===== src/hw/rtl/mtt_pkg.sv =====
// Package for the markup text tokenizer: position width, character classes,
// token kinds and the packed word types of both channels. No dependencies.
`default_nettype none

package mtt_pkg;

    localparam int POSITION_BITS = 16;

    typedef logic [POSITION_BITS-1:0] t_pos;

    typedef enum logic [2:0] {
        CLS_NULL      = 3'd0,
        CLS_SPACE     = 3'd1,
        CLS_ALNUM     = 3'd2,
        CLS_PUNCT     = 3'd3,
        CLS_EOL       = 3'd4,
        CLS_TAG_END   = 3'd5,
        CLS_TAG_BEGIN = 3'd6
    } t_class;

    typedef enum logic [1:0] {
        KIND_TEXT  = 2'd0,
        KIND_SPACE = 2'd1,
        KIND_TAG   = 2'd2
    } t_kind;

    localparam logic [15:0] CH_NUL   = 16'h0000;
    localparam logic [15:0] CH_LF    = 16'h000A;
    localparam logic [15:0] CH_SPACE = 16'h0020;
    localparam logic [15:0] CH_QUOTE = 16'h0022;
    localparam logic [15:0] CH_LT    = 16'h003C;
    localparam logic [15:0] CH_GT    = 16'h003E;

    typedef struct packed {
        logic [15:0] ch;
        logic        start_of_text;
    } t_in;

    typedef struct packed {
        logic        token_valid;
        logic [1:0]  token_kind;
        logic [15:0] token_start;
        logic [15:0] token_length;
        logic        tag_open;
        logic        tag_close;
    } t_out;

    typedef struct packed {
        logic   inside_tag;
        logic   inside_quotes;
        t_class previous_class;
    } t_ctx;

    typedef struct packed {
        t_class cls;
        logic   toggle_quotes;
    } t_cls_res;

endpackage

`default_nettype wire


===== src/hw/rtl/mtt_classify.sv =====
// Character classifier of the markup text tokenizer.
// Depends on mtt_pkg for the class codes and character constants.
`default_nettype none

module mtt_classify (
    input  wire logic [15:0]      i_ch,
    input  wire mtt_pkg::t_ctx    i_ctx,
    output mtt_pkg::t_cls_res     o_res
);

    logic is_alnum;
    logic is_punct;

    always_comb begin
        is_alnum = (i_ch >= 16'd48 && i_ch <= 16'd57) ||
                   (i_ch >= 16'd65 && i_ch <= 16'd90) ||
                   (i_ch >= 16'd97 && i_ch <= 16'd122);
        is_punct = (i_ch >= 16'd33 && i_ch <= 16'd47) ||
                   (i_ch >= 16'd58 && i_ch <= 16'd64) ||
                   (i_ch >= 16'd91 && i_ch <= 16'd96) ||
                   (i_ch >= 16'd123 && i_ch <= 16'd126);
    end

    always_comb begin
        o_res.cls           = mtt_pkg::CLS_NULL;
        o_res.toggle_quotes = 1'b0;
        priority if (i_ch == mtt_pkg::CH_GT) begin
            o_res.cls = mtt_pkg::CLS_TAG_END;
        end else if (i_ch == mtt_pkg::CH_LT) begin
            o_res.cls = mtt_pkg::CLS_TAG_BEGIN;
        end else if (i_ctx.inside_tag && i_ch == mtt_pkg::CH_QUOTE) begin
            o_res.toggle_quotes = 1'b1;
        end else if (i_ch > 16'd127 || is_alnum) begin
            o_res.cls = mtt_pkg::CLS_ALNUM;
        end else if (is_punct) begin
            o_res.cls = i_ctx.inside_tag ? mtt_pkg::CLS_PUNCT : mtt_pkg::CLS_ALNUM;
        end else if (i_ch == mtt_pkg::CH_SPACE) begin
            o_res.cls = i_ctx.inside_quotes ? i_ctx.previous_class : mtt_pkg::CLS_SPACE;
        end else if (i_ch == mtt_pkg::CH_NUL || i_ch == mtt_pkg::CH_LF) begin
            o_res.cls = mtt_pkg::CLS_EOL;
        end else begin
            o_res.cls = mtt_pkg::CLS_NULL;
        end
    end

endmodule

`default_nettype wire


===== src/hw/rtl/markup_text_tokenizer.sv =====
// Top level of the markup text tokenizer: run tracking and the result register.
// Depends on mtt_pkg and mtt_classify.
`default_nettype none

// One character word is taken per cycle while o_in_ready is high, and it yields
// exactly one result word in the next cycle; the input is ready whenever the
// result register is empty or being read in the same cycle, so a full stream
// runs at one character per clock. The rate is set by the single
// classify-and-compare stage between the input port and the result register.
module markup_text_tokenizer (
    input  wire logic          i_clk,
    input  wire logic          i_rst_n,
    input  wire logic          i_in_valid,
    output logic               o_in_ready,
    input  wire mtt_pkg::t_in  i_in_word,
    output logic               o_out_valid,
    input  wire logic          i_out_ready,
    output mtt_pkg::t_out      o_out_word
);

    logic            r_inside_tag;
    logic            r_inside_quotes;
    mtt_pkg::t_class r_previous_class;
    mtt_pkg::t_pos   r_run_start;
    mtt_pkg::t_pos   r_position;
    logic            r_out_valid;
    mtt_pkg::t_out   r_out_word;

    logic            n_inside_tag;
    logic            n_inside_quotes;
    mtt_pkg::t_pos   n_run_start;
    mtt_pkg::t_pos   n_position;
    mtt_pkg::t_out   n_out_word;

    mtt_pkg::t_ctx    ctx;
    mtt_pkg::t_cls_res cls_res;
    mtt_pkg::t_pos    eff_run_start;
    mtt_pkg::t_pos    eff_position;
    mtt_pkg::t_pos    run_length;
    logic             accept;
    logic             class_change;
    logic             prev_word;
    logic             emit;

    assign accept     = i_in_valid && o_in_ready;
    assign o_in_ready = !r_out_valid || i_out_ready;

    always_comb begin
        if (i_in_word.start_of_text) begin
            ctx.inside_tag     = 1'b0;
            ctx.inside_quotes  = 1'b0;
            ctx.previous_class = mtt_pkg::CLS_NULL;
            eff_run_start      = '0;
            eff_position       = '0;
        end else begin
            ctx.inside_tag     = r_inside_tag;
            ctx.inside_quotes  = r_inside_quotes;
            ctx.previous_class = r_previous_class;
            eff_run_start      = r_run_start;
            eff_position       = r_position;
        end
    end

    mtt_classify u_classify (
        .i_ch  (i_in_word.ch),
        .i_ctx (ctx),
        .o_res (cls_res)
    );

    always_comb begin
        class_change = cls_res.cls != ctx.previous_class;
        prev_word    = ctx.previous_class == mtt_pkg::CLS_ALNUM ||
                       ctx.previous_class == mtt_pkg::CLS_PUNCT;
        emit         = class_change &&
                       (prev_word || (!ctx.inside_tag &&
                                      ctx.previous_class == mtt_pkg::CLS_SPACE));
        run_length   = eff_position - eff_run_start;

        n_out_word = '0;
        if (emit) begin
            n_out_word.token_valid  = 1'b1;
            if (ctx.inside_tag) begin
                n_out_word.token_kind = mtt_pkg::KIND_TAG;
            end else if (prev_word) begin
                n_out_word.token_kind = mtt_pkg::KIND_TEXT;
            end else begin
                n_out_word.token_kind = mtt_pkg::KIND_SPACE;
            end
            n_out_word.token_start  = 16'(eff_run_start);
            n_out_word.token_length = 16'(run_length);
        end
        n_out_word.tag_open  = cls_res.cls == mtt_pkg::CLS_TAG_BEGIN;
        n_out_word.tag_close = cls_res.cls == mtt_pkg::CLS_TAG_END;

        n_run_start     = class_change ? eff_position : eff_run_start;
        n_position      = eff_position + mtt_pkg::POSITION_BITS'(1);
        n_inside_quotes = cls_res.toggle_quotes ? !ctx.inside_quotes : ctx.inside_quotes;
        if (cls_res.cls == mtt_pkg::CLS_TAG_END) begin
            n_inside_tag = 1'b0;
        end else if (cls_res.cls == mtt_pkg::CLS_TAG_BEGIN) begin
            n_inside_tag = 1'b1;
        end else begin
            n_inside_tag = ctx.inside_tag;
        end
    end

    always_ff @(posedge i_clk) begin
        if (!i_rst_n) begin
            r_inside_tag     <= 1'b0;
            r_inside_quotes  <= 1'b0;
            r_previous_class <= mtt_pkg::CLS_NULL;
            r_run_start      <= '0;
            r_position       <= '0;
            r_out_valid      <= 1'b0;
        end else begin
            if (accept) begin
                r_inside_tag     <= n_inside_tag;
                r_inside_quotes  <= n_inside_quotes;
                r_previous_class <= cls_res.cls;
                r_run_start      <= n_run_start;
                r_position       <= n_position;
                r_out_valid      <= 1'b1;
            end else if (i_out_ready) begin
                r_out_valid      <= 1'b0;
            end
        end
    end

    always_ff @(posedge i_clk) begin
        if (accept) begin
            r_out_word <= n_out_word;
        end
    end

    assign o_out_valid = r_out_valid;
    assign o_out_word  = r_out_word;

endmodule

`default_nettype wire


===== config.mk =====
export PLATFORM = sky130hd
export DESIGN_NAME = markup_text_tokenizer
export DESIGN_NICKNAME = d
export VERILOG_FILES = /design/src/hw/rtl/mtt_pkg.sv /design/src/hw/rtl/mtt_classify.sv /design/src/hw/rtl/markup_text_tokenizer.sv
export SDC_FILE = /design/constraint.sdc
export NUM_CORES = 1
export LEC_CHECK = 0
export ABC_AREA = 1
export BUFFER_PORTS_ARGS = -buffer_cell sky130_fd_sc_hd__buf_2
export CORE_AREA = 3 3 106 108
export DETAILED_ROUTE_END_ITERATION = 10
export DIE_AREA = 0 0 109 111
export GPL_TIMING_DRIVEN = 0
export SLEW_MARGIN = 25
export SYNTH_ARGS = -nofsm -noshare
export SYNTH_HDL_FRONTEND = slang
export SYNTH_SLANG_ARGS = --single-unit

===== constraint.sdc =====
create_clock -name i_clk -period 3.7 [get_ports i_clk]
set_input_delay 0.185 -clock i_clk [delete_from_list [all_inputs] [get_ports i_clk]]
set_output_delay 0.185 -clock i_clk [all_outputs]
set_load 0.1 [all_outputs]

## Word-level counts from Yosys, hierarchy flattened

Index checks and enable logic that the tools add are counted.

| word-level totals | value |
|---|---|
| bits in registers | 75 |
| input bits | 21 |
| output and inout bits | 39 |

| operators by class | value |
|---|---|
| $add $sub $neg | 2 |
| order comparisons | 15 |
| equality and inequality tests | 11 |
| muxes and demuxes | 24 |
| bitwise operators | 1 |
| reduce and logical (&&, ||, !) cells | 27 |

Operators by type and width:

| cell | count |
|---|---|
| $le A16 B7 Y1 const B | 5 |
| $eq A16 B6 Y1 const B | 4 |
| $ge A16 B7 Y1 const B | 4 |
| $ge A16 B6 Y1 const B | 3 |
| $mux W16 | 3 |
| $mux W35 | 1 |
| $le A16 B6 Y1 const B | 2 |
| $mux W3 | 8 |
| $add A16 B1 Y16 const B | 1 |
| $eq A16 B4 Y1 const B | 1 |
| $gt A16 B7 Y1 const B | 1 |
| $logic_not A16 Y1 | 1 |
| $sub A16 B16 Y16 | 1 |
| $logic_and A1 B1 Y1 | 11 |
| $logic_or A1 B1 Y1 | 10 |
| $mux W1 | 10 |
| $eq A3 B2 Y1 const B | 2 |
| $eq A3 B3 Y1 const B | 2 |
| $mux W5 | 1 |
| $eq A3 B1 Y1 const B | 1 |
| $logic_not A1 Y1 | 3 |
| $ne A3 B3 Y1 | 1 |
| $mux W2 | 1 |
| $reduce_bool A2 Y1 | 1 |
| 2 further kinds | 2 |

## Logic depth before layout (Yosys ltp)

| depth | value |
|---|---|
| depth after elaboration | 14 |
| depth in mapped cells | 22 |
| depth with buffers taken out | 19 |

## Hierarchy

A second synthesis with hierarchy kept.

| unflattened totals | value |
|---|---|
| cells, all modules | 720 |
| area, all modules | 4997.3 um2 |

Modules (own cells, without submodules):

| module | times used | cells an instance | area each (um2) | seq. area each (um2) |
|---|---|---|---|---|
| markup_text_tokenizer | 1 | 608 | 4431.8 | 1871.8 |
| mtt_classify | 1 | 112 | 565.5 | 0.0 |

## Worst setup path after synthesis

OpenSTA, ideal clock, no wires.

| path | value |
|---|---|
| path kind | register -> register |
| start point | register r_out_valid (netlist: o_out_valid) |
| end point | register r_position[15] |
| data arrival time | 3.013 ns |
| path slack | 0.570 ns |
| stages on the path, launching flop included | 11 |
| clock period less this slack | 3.130 ns |
| path through | dfxtp_1 > nand2_1 > nand2_1 > nor4_2 > nand3_1 > nor3_1 > nand3_1 > nor3_2 > nand4_1 > o21ai_1 > a21oi_1 |

| on the way | value |
|---|---|
| cells in the longest elaborated chain, start to end | 3 |

Ends and longest elaborated chain:

| element | RTL line | text |
|---|---|---|
| start: declaration | markup_text_tokenizer.sv:26 | `logic r_out_valid;` |
| start signal: assignment | markup_text_tokenizer.sv:114 | `r_out_valid <= 1'b0;` |
| start signal: assignment | markup_text_tokenizer.sv:122 | `r_out_valid <= 1'b1;` |
| start signal: assignment | markup_text_tokenizer.sv:124 | `r_out_valid <= 1'b0;` |
| $logic_not A1 Y1 | markup_text_tokenizer.sv:46 | `assign o_in_ready = !r_out_valid \|\| i_out_ready;` |
| $logic_or A1 B1 Y1 | markup_text_tokenizer.sv:46 |  |
| net o_in_ready | markup_text_tokenizer.sv:14 | `output logic o_in_ready,` |
| $logic_and A1 B1 Y1 | markup_text_tokenizer.sv:45 | `assign accept = i_in_valid && o_in_ready;` |
| end signal: assignment | markup_text_tokenizer.sv:121 | `r_position <= n_position;` |
| end: declaration | markup_text_tokenizer.sv:25 | `mtt_pkg::t_pos r_position;` |

The timed path passes the listed nets, and every way through them passes these cells.
A chain may end at the register's enable or synchronous reset.

## Worst setup path in the final report

| path | value |
|---|---|
| start point | input port i_in_word[0] (netlist name) |
| end point | register r_out_word (netlist bit o_out_word[15]), data pin |

| on the way | value |
|---|---|
| cells in the longest elaborated chain, start to end | 10 |
| elaborated cells on any way between the ends | 22 |
| those cells by class | add/sub (1); eq/ne (4); mux (11); reduce/logical (6) |

Ends and longest elaborated chain:

| element | RTL line | text |
|---|---|---|
| start: declaration | markup_text_tokenizer.sv:15 | `input wire mtt_pkg::t_in i_in_word,` |
| $mux W5 | markup_text_tokenizer.sv:49 | `if (i_in_word.start_of_text) begin` |
| $mux W3 | mtt_classify.sv:38 | `o_res.cls = i_ctx.inside_quotes ? i_ctx.previous_class : mtt_pkg::CLS_SPACE;` |
| $mux W3 | mtt_classify.sv:37 | `end else if (i_ch == mtt_pkg::CH_SPACE) begin` |
| $mux W3 | mtt_classify.sv:35 | `end else if (is_punct) begin` |
| $mux W3 | mtt_classify.sv:33 | `end else if (i_ch > 16'd127 \|\| is_alnum) begin` |
| $mux W3 | mtt_classify.sv:31 | `end else if (i_ctx.inside_tag && i_ch == mtt_pkg::CH_QUOTE) begin` |
| $mux W3 | mtt_classify.sv:29 | `end else if (i_ch == mtt_pkg::CH_LT) begin` |
| $mux W3 | mtt_classify.sv:27 | `priority if (i_ch == mtt_pkg::CH_GT) begin` |
| $ne A3 B3 Y1 | markup_text_tokenizer.sv:71 | `class_change = cls_res.cls != ctx.previous_class;` |
| $logic_and A1 B1 Y1 | markup_text_tokenizer.sv:74 | `emit = class_change &&` |
| end signal: assignment | markup_text_tokenizer.sv:131 | `r_out_word <= n_out_word;` |
| end: declaration | markup_text_tokenizer.sv:27 | `mtt_pkg::t_out r_out_word;` |

Several ways; a longest one is shown, not always the timed one.

==> results.toml <==
[run_status]
run_status = "finished clean"

[routing]
finalWirelength_um = 11100
drt_drc_violations_left = 0
routed_via_count = 4272
wl_per_cell_um = 13.3
ant_nets = 0
first_iter_violations = 236
detail_route.first_pass.iterations = 5
detail_route.vias_per_cell = 5.12

[sta]
hold_violations = 0
final_critical_path_setup_slack_ps = 388
fin_worst_skew_ps = 13.2
worst_slew_pin_slew_ps = 591
setup_total_negative_slack_ps = 0
timing.max_slew.rel_slack_pct = 60.6
timing.final.crit_period_ps = 3310
setup_viol = 0
holdWs_ps = 122
final.period_utilization_pct = 89.5
drv_slew = 0
rsz_0062_raised_after_global_routing = "false"
fmaxAchievable_mhz = 302

[synthesis]
synth-seq-area-share_pct = 40.2
async_flop_share_pct = 0
yosys_register_bits = 75
synth_edf_count = 37
synthDominantAreaCellType = "sky130_fd_sc_hd__edfxtp_1"
synth_area_leaders = "sky130_fd_sc_hd__edfxtp_1 24%, sky130_fd_sc_hd__dfxtp_1 16%, sky130_fd_sc_hd__nand2_1 10%"
yosys.cell_count.top_type = "sky130_fd_sc_hd__nand2_1"
postSynthAreaPerCell_um2 = 7.45
synth_net_count = 663
synthesis.instances = 625
synthesis.area_um2 = 4650
synth_flop_cell = "sky130_fd_sc_hd__dfxtp_1"
synth.distinct_cells = 44
netlist.area_leader.share_pct = 23.9
synth-warning-count = 0
synth_common_cells = "126 x sky130_fd_sc_hd__nand2_1, 83 x sky130_fd_sc_hd__nor2_1, 67 x sky130_fd_sc_hd__inv_1"

[floorplan]
die_height_um = 111
die_area_um2 = 12100
die_w_um = 109
core_um2 = 10300
ios = 60
initial_utilization_pct = 45.1
std_cell_rows = 37

[run]
max_cap_violations = 0

[pwr]
switchingPower_uw = 657
combPwrFrac_pct = 21.7
leakage_power_of_the_design_uw = 0.00228
internal_power_uw = 1370
worst_ir_drop_vdd_v = 0.000237
power.share.sequential_pct = 45.1
pwr-share-clk_pct = 33.2
power_per_cell_area_nw_per_um2 = 381
switching_share_pct = 32.4

[cts]
cts_repair_resize_count = 0
clock_root_cell = "sky130_fd_sc_hd__clkbuf_8"
cts.htree.levels = 3
clk_latency_ps = 350
clock_transition_time_at_the_flip_flop_clock_pins_of_the_worst_setup_and_hold_paths_ps = 80
tritoncts = "built"
cts_sinks = 75
max-clock-path-buffers = 2
postCtsSetupRepairBufs = 0
post_cts_hold_buffer_count = 0
cts_buffers = 9

[placed_design]
dp_worst_setup_slack_ps = 15.0
io_buffers = 58
placement.cell_area_um2 = 5110
detailed_place_hpwl_um = 8520
gpl.final_weighted_congestion = 0.902

[worst_setup_path]
worst_setup_path_end_kind = "flip-flop"
worstSetupStartpointType = "input pin"
critPathArrivalTime_ps = 3420
critPathMaxFanout = 10
critPathRequiredTime_ps = 3810
setup.worst_path.class = "in2reg"

[global_routing]
grt_busiest_layer = "met2"
met3_usage_pct = 3.79
via_count_of_the_first_global_routing_pass = 4102
groute.usage.overall_pct = 19.5
grt_use_met2_pct = 31.6
pin_count_of_the_biggest_net_entering_global_routing = 47
antenna_found_initial = 0
grt_pass1_wl_um = 19000
use_met1_pct = 25.7
grt_overflow_total = 0

[layout]
stdcell_area_um2 = 5320
drive_gt1_share_pct = 18.0
layout.core_utilization_pct = 51.6
areaGrowthSynthToFinish_pct = 14.4
n_antenna_cell = 0
fin_nets = 732
fillCellCount = 1015

[worst_hold_path]
hold_path.class = "in2reg"
layer usage:
metal / share of wire [%] / wire length [um]
met1: 46 / 5140
met2: 47 / 5160
met3: 5.4 / 598
met4: 1.5 / 170
met5: 0 / 0
cells in the final DEF, fill, tap and decap left out, types with 2 or more instances in the layout:
| cell | instances |
|---|---|
| sky130_fd_sc_hd__a21oi_1 | 55 |
| sky130_fd_sc_hd__buf_2 | 58 |
| sky130_fd_sc_hd__buf_4 | 5 |
| sky130_fd_sc_hd__buf_6 | 4 |
| sky130_fd_sc_hd__bufinv_16 | 2 |
| sky130_fd_sc_hd__clkbuf_1 | 11 |
| sky130_fd_sc_hd__clkbuf_8 | 9 |
| sky130_fd_sc_hd__clkinv_1 | 3 |
| sky130_fd_sc_hd__dfxtp_1 | 38 |
| sky130_fd_sc_hd__edfxtp_1 | 37 |
| sky130_fd_sc_hd__ha_1 | 16 |
| sky130_fd_sc_hd__inv_1 | 67 |
| sky130_fd_sc_hd__inv_2 | 10 |
| sky130_fd_sc_hd__nand2_1 | 126 |
| sky130_fd_sc_hd__nand2_2 | 8 |
| sky130_fd_sc_hd__nand3_1 | 65 |
| sky130_fd_sc_hd__nand3_2 | 6 |
| sky130_fd_sc_hd__nand4_1 | 8 |
| sky130_fd_sc_hd__nor2_1 | 83 |
| sky130_fd_sc_hd__nor2_2 | 4 |
| sky130_fd_sc_hd__nor2_4 | 5 |
| sky130_fd_sc_hd__nor3_1 | 11 |
| sky130_fd_sc_hd__nor3_2 | 3 |
| sky130_fd_sc_hd__nor3b_1 | 3 |
| sky130_fd_sc_hd__nor4_1 | 2 |
| sky130_fd_sc_hd__o21ai_0 | 18 |
| sky130_fd_sc_hd__o21ai_1 | 9 |
| sky130_fd_sc_hd__o22ai_1 | 3 |
| sky130_fd_sc_hd__o31ai_1 | 2 |
| sky130_fd_sc_hd__or2_2 | 2 |
| sky130_fd_sc_hd__xor2_1 | 8 |
registers in the layout, indices dropped and copies added, names as in the netlist:
register          cells
o_out_word           37
r_inside_tag          1
o_out_valid           1
r_previous_class      3
r_inside_quotes       1
r_position           16
r_run_start          16
cells by family (layout without fill, tap and decap cells):
group	count (synthesis)	after routing	synth area share (%)
simple gates	332	332	33.4
buf+inv	99	173	9.17
compound gates	93	93	10.8
flops	75	75	40.2
fa+ha+maj	17	17	4.73
xor+xnor	9	9	1.69
power groups by stage:
stage               clock network [uW]  logic [uW]  registers [uW]
finish                             673         441             914
floorplan                            0         179            1100
CTS                                691         441             915
global placement                     0         436             933
global route                       728         479             918
detailed placement                   0         440             934
layout make-up:
| class | instances | area (um^2) | share of cell area, % |
|---|---|---|---|
| timing repair buffer | 58 | 290 | 5.45 |
| tap | 136 | 170 | 3.20 |
| sequential | 75 | 1870 | 35.2 |
| buffer | 20 | 128 | 2.40 |
| inverter | 79 | 299 | 5.62 |
| multi-input combinational | 451 | 2360 | 44.3 |
| clock buffer | 10 | 128 | 2.40 |
| clock inverter | 6 | 80.1 | 1.50 |
critical path, cell delays in order:
cell and delay [ps]:
sky130_fd_sc_hd__buf_4 170, sky130_fd_sc_hd__inv_1 100, sky130_fd_sc_hd__clkbuf_1 470, sky130_fd_sc_hd__clkbuf_1 470, sky130_fd_sc_hd__nand2_1 200, sky130_fd_sc_hd__ha_1 400
sky130_fd_sc_hd__a21oi_1 150, sky130_fd_sc_hd__o21ai_0 130, sky130_fd_sc_hd__nand2_1 80, sky130_fd_sc_hd__inv_1 40, sky130_fd_sc_hd__o21ai_0 160, sky130_fd_sc_hd__nand2_1 100
sky130_fd_sc_hd__nand3_1 80, sky130_fd_sc_hd__nand2_1 100, sky130_fd_sc_hd__nand2_1 70, sky130_fd_sc_hd__nand2_1 70, sky130_fd_sc_hd__nand2_1 70, sky130_fd_sc_hd__nand2_1 70
sky130_fd_sc_hd__nand3_1 110, sky130_fd_sc_hd__nand2_1 60, sky130_fd_sc_hd__nand2_1 60, sky130_fd_sc_hd__a21oi_1 50
worst paths after layout:
path	slack, ps	end	depth (start not counted)	from
worst max-delay path	390	o_out_word[15]	22	i_in_word[0]
worst min-delay path	120	r_previous_class[1]	3	i_rst_n
worst max register to register	990	o_out_word[14]	17	r_position[0]
worst min register to register	470	r_run_start[0]	2	r_run_start[0]
stage by stage:
step	total power (uW)	std cells
CTS	2050	835
global route	2120	835
floorplan	1280	625
finish	2030	835
detailed placement	1370	819
global placement	1370	819
(Power assumes the default switching activity.)
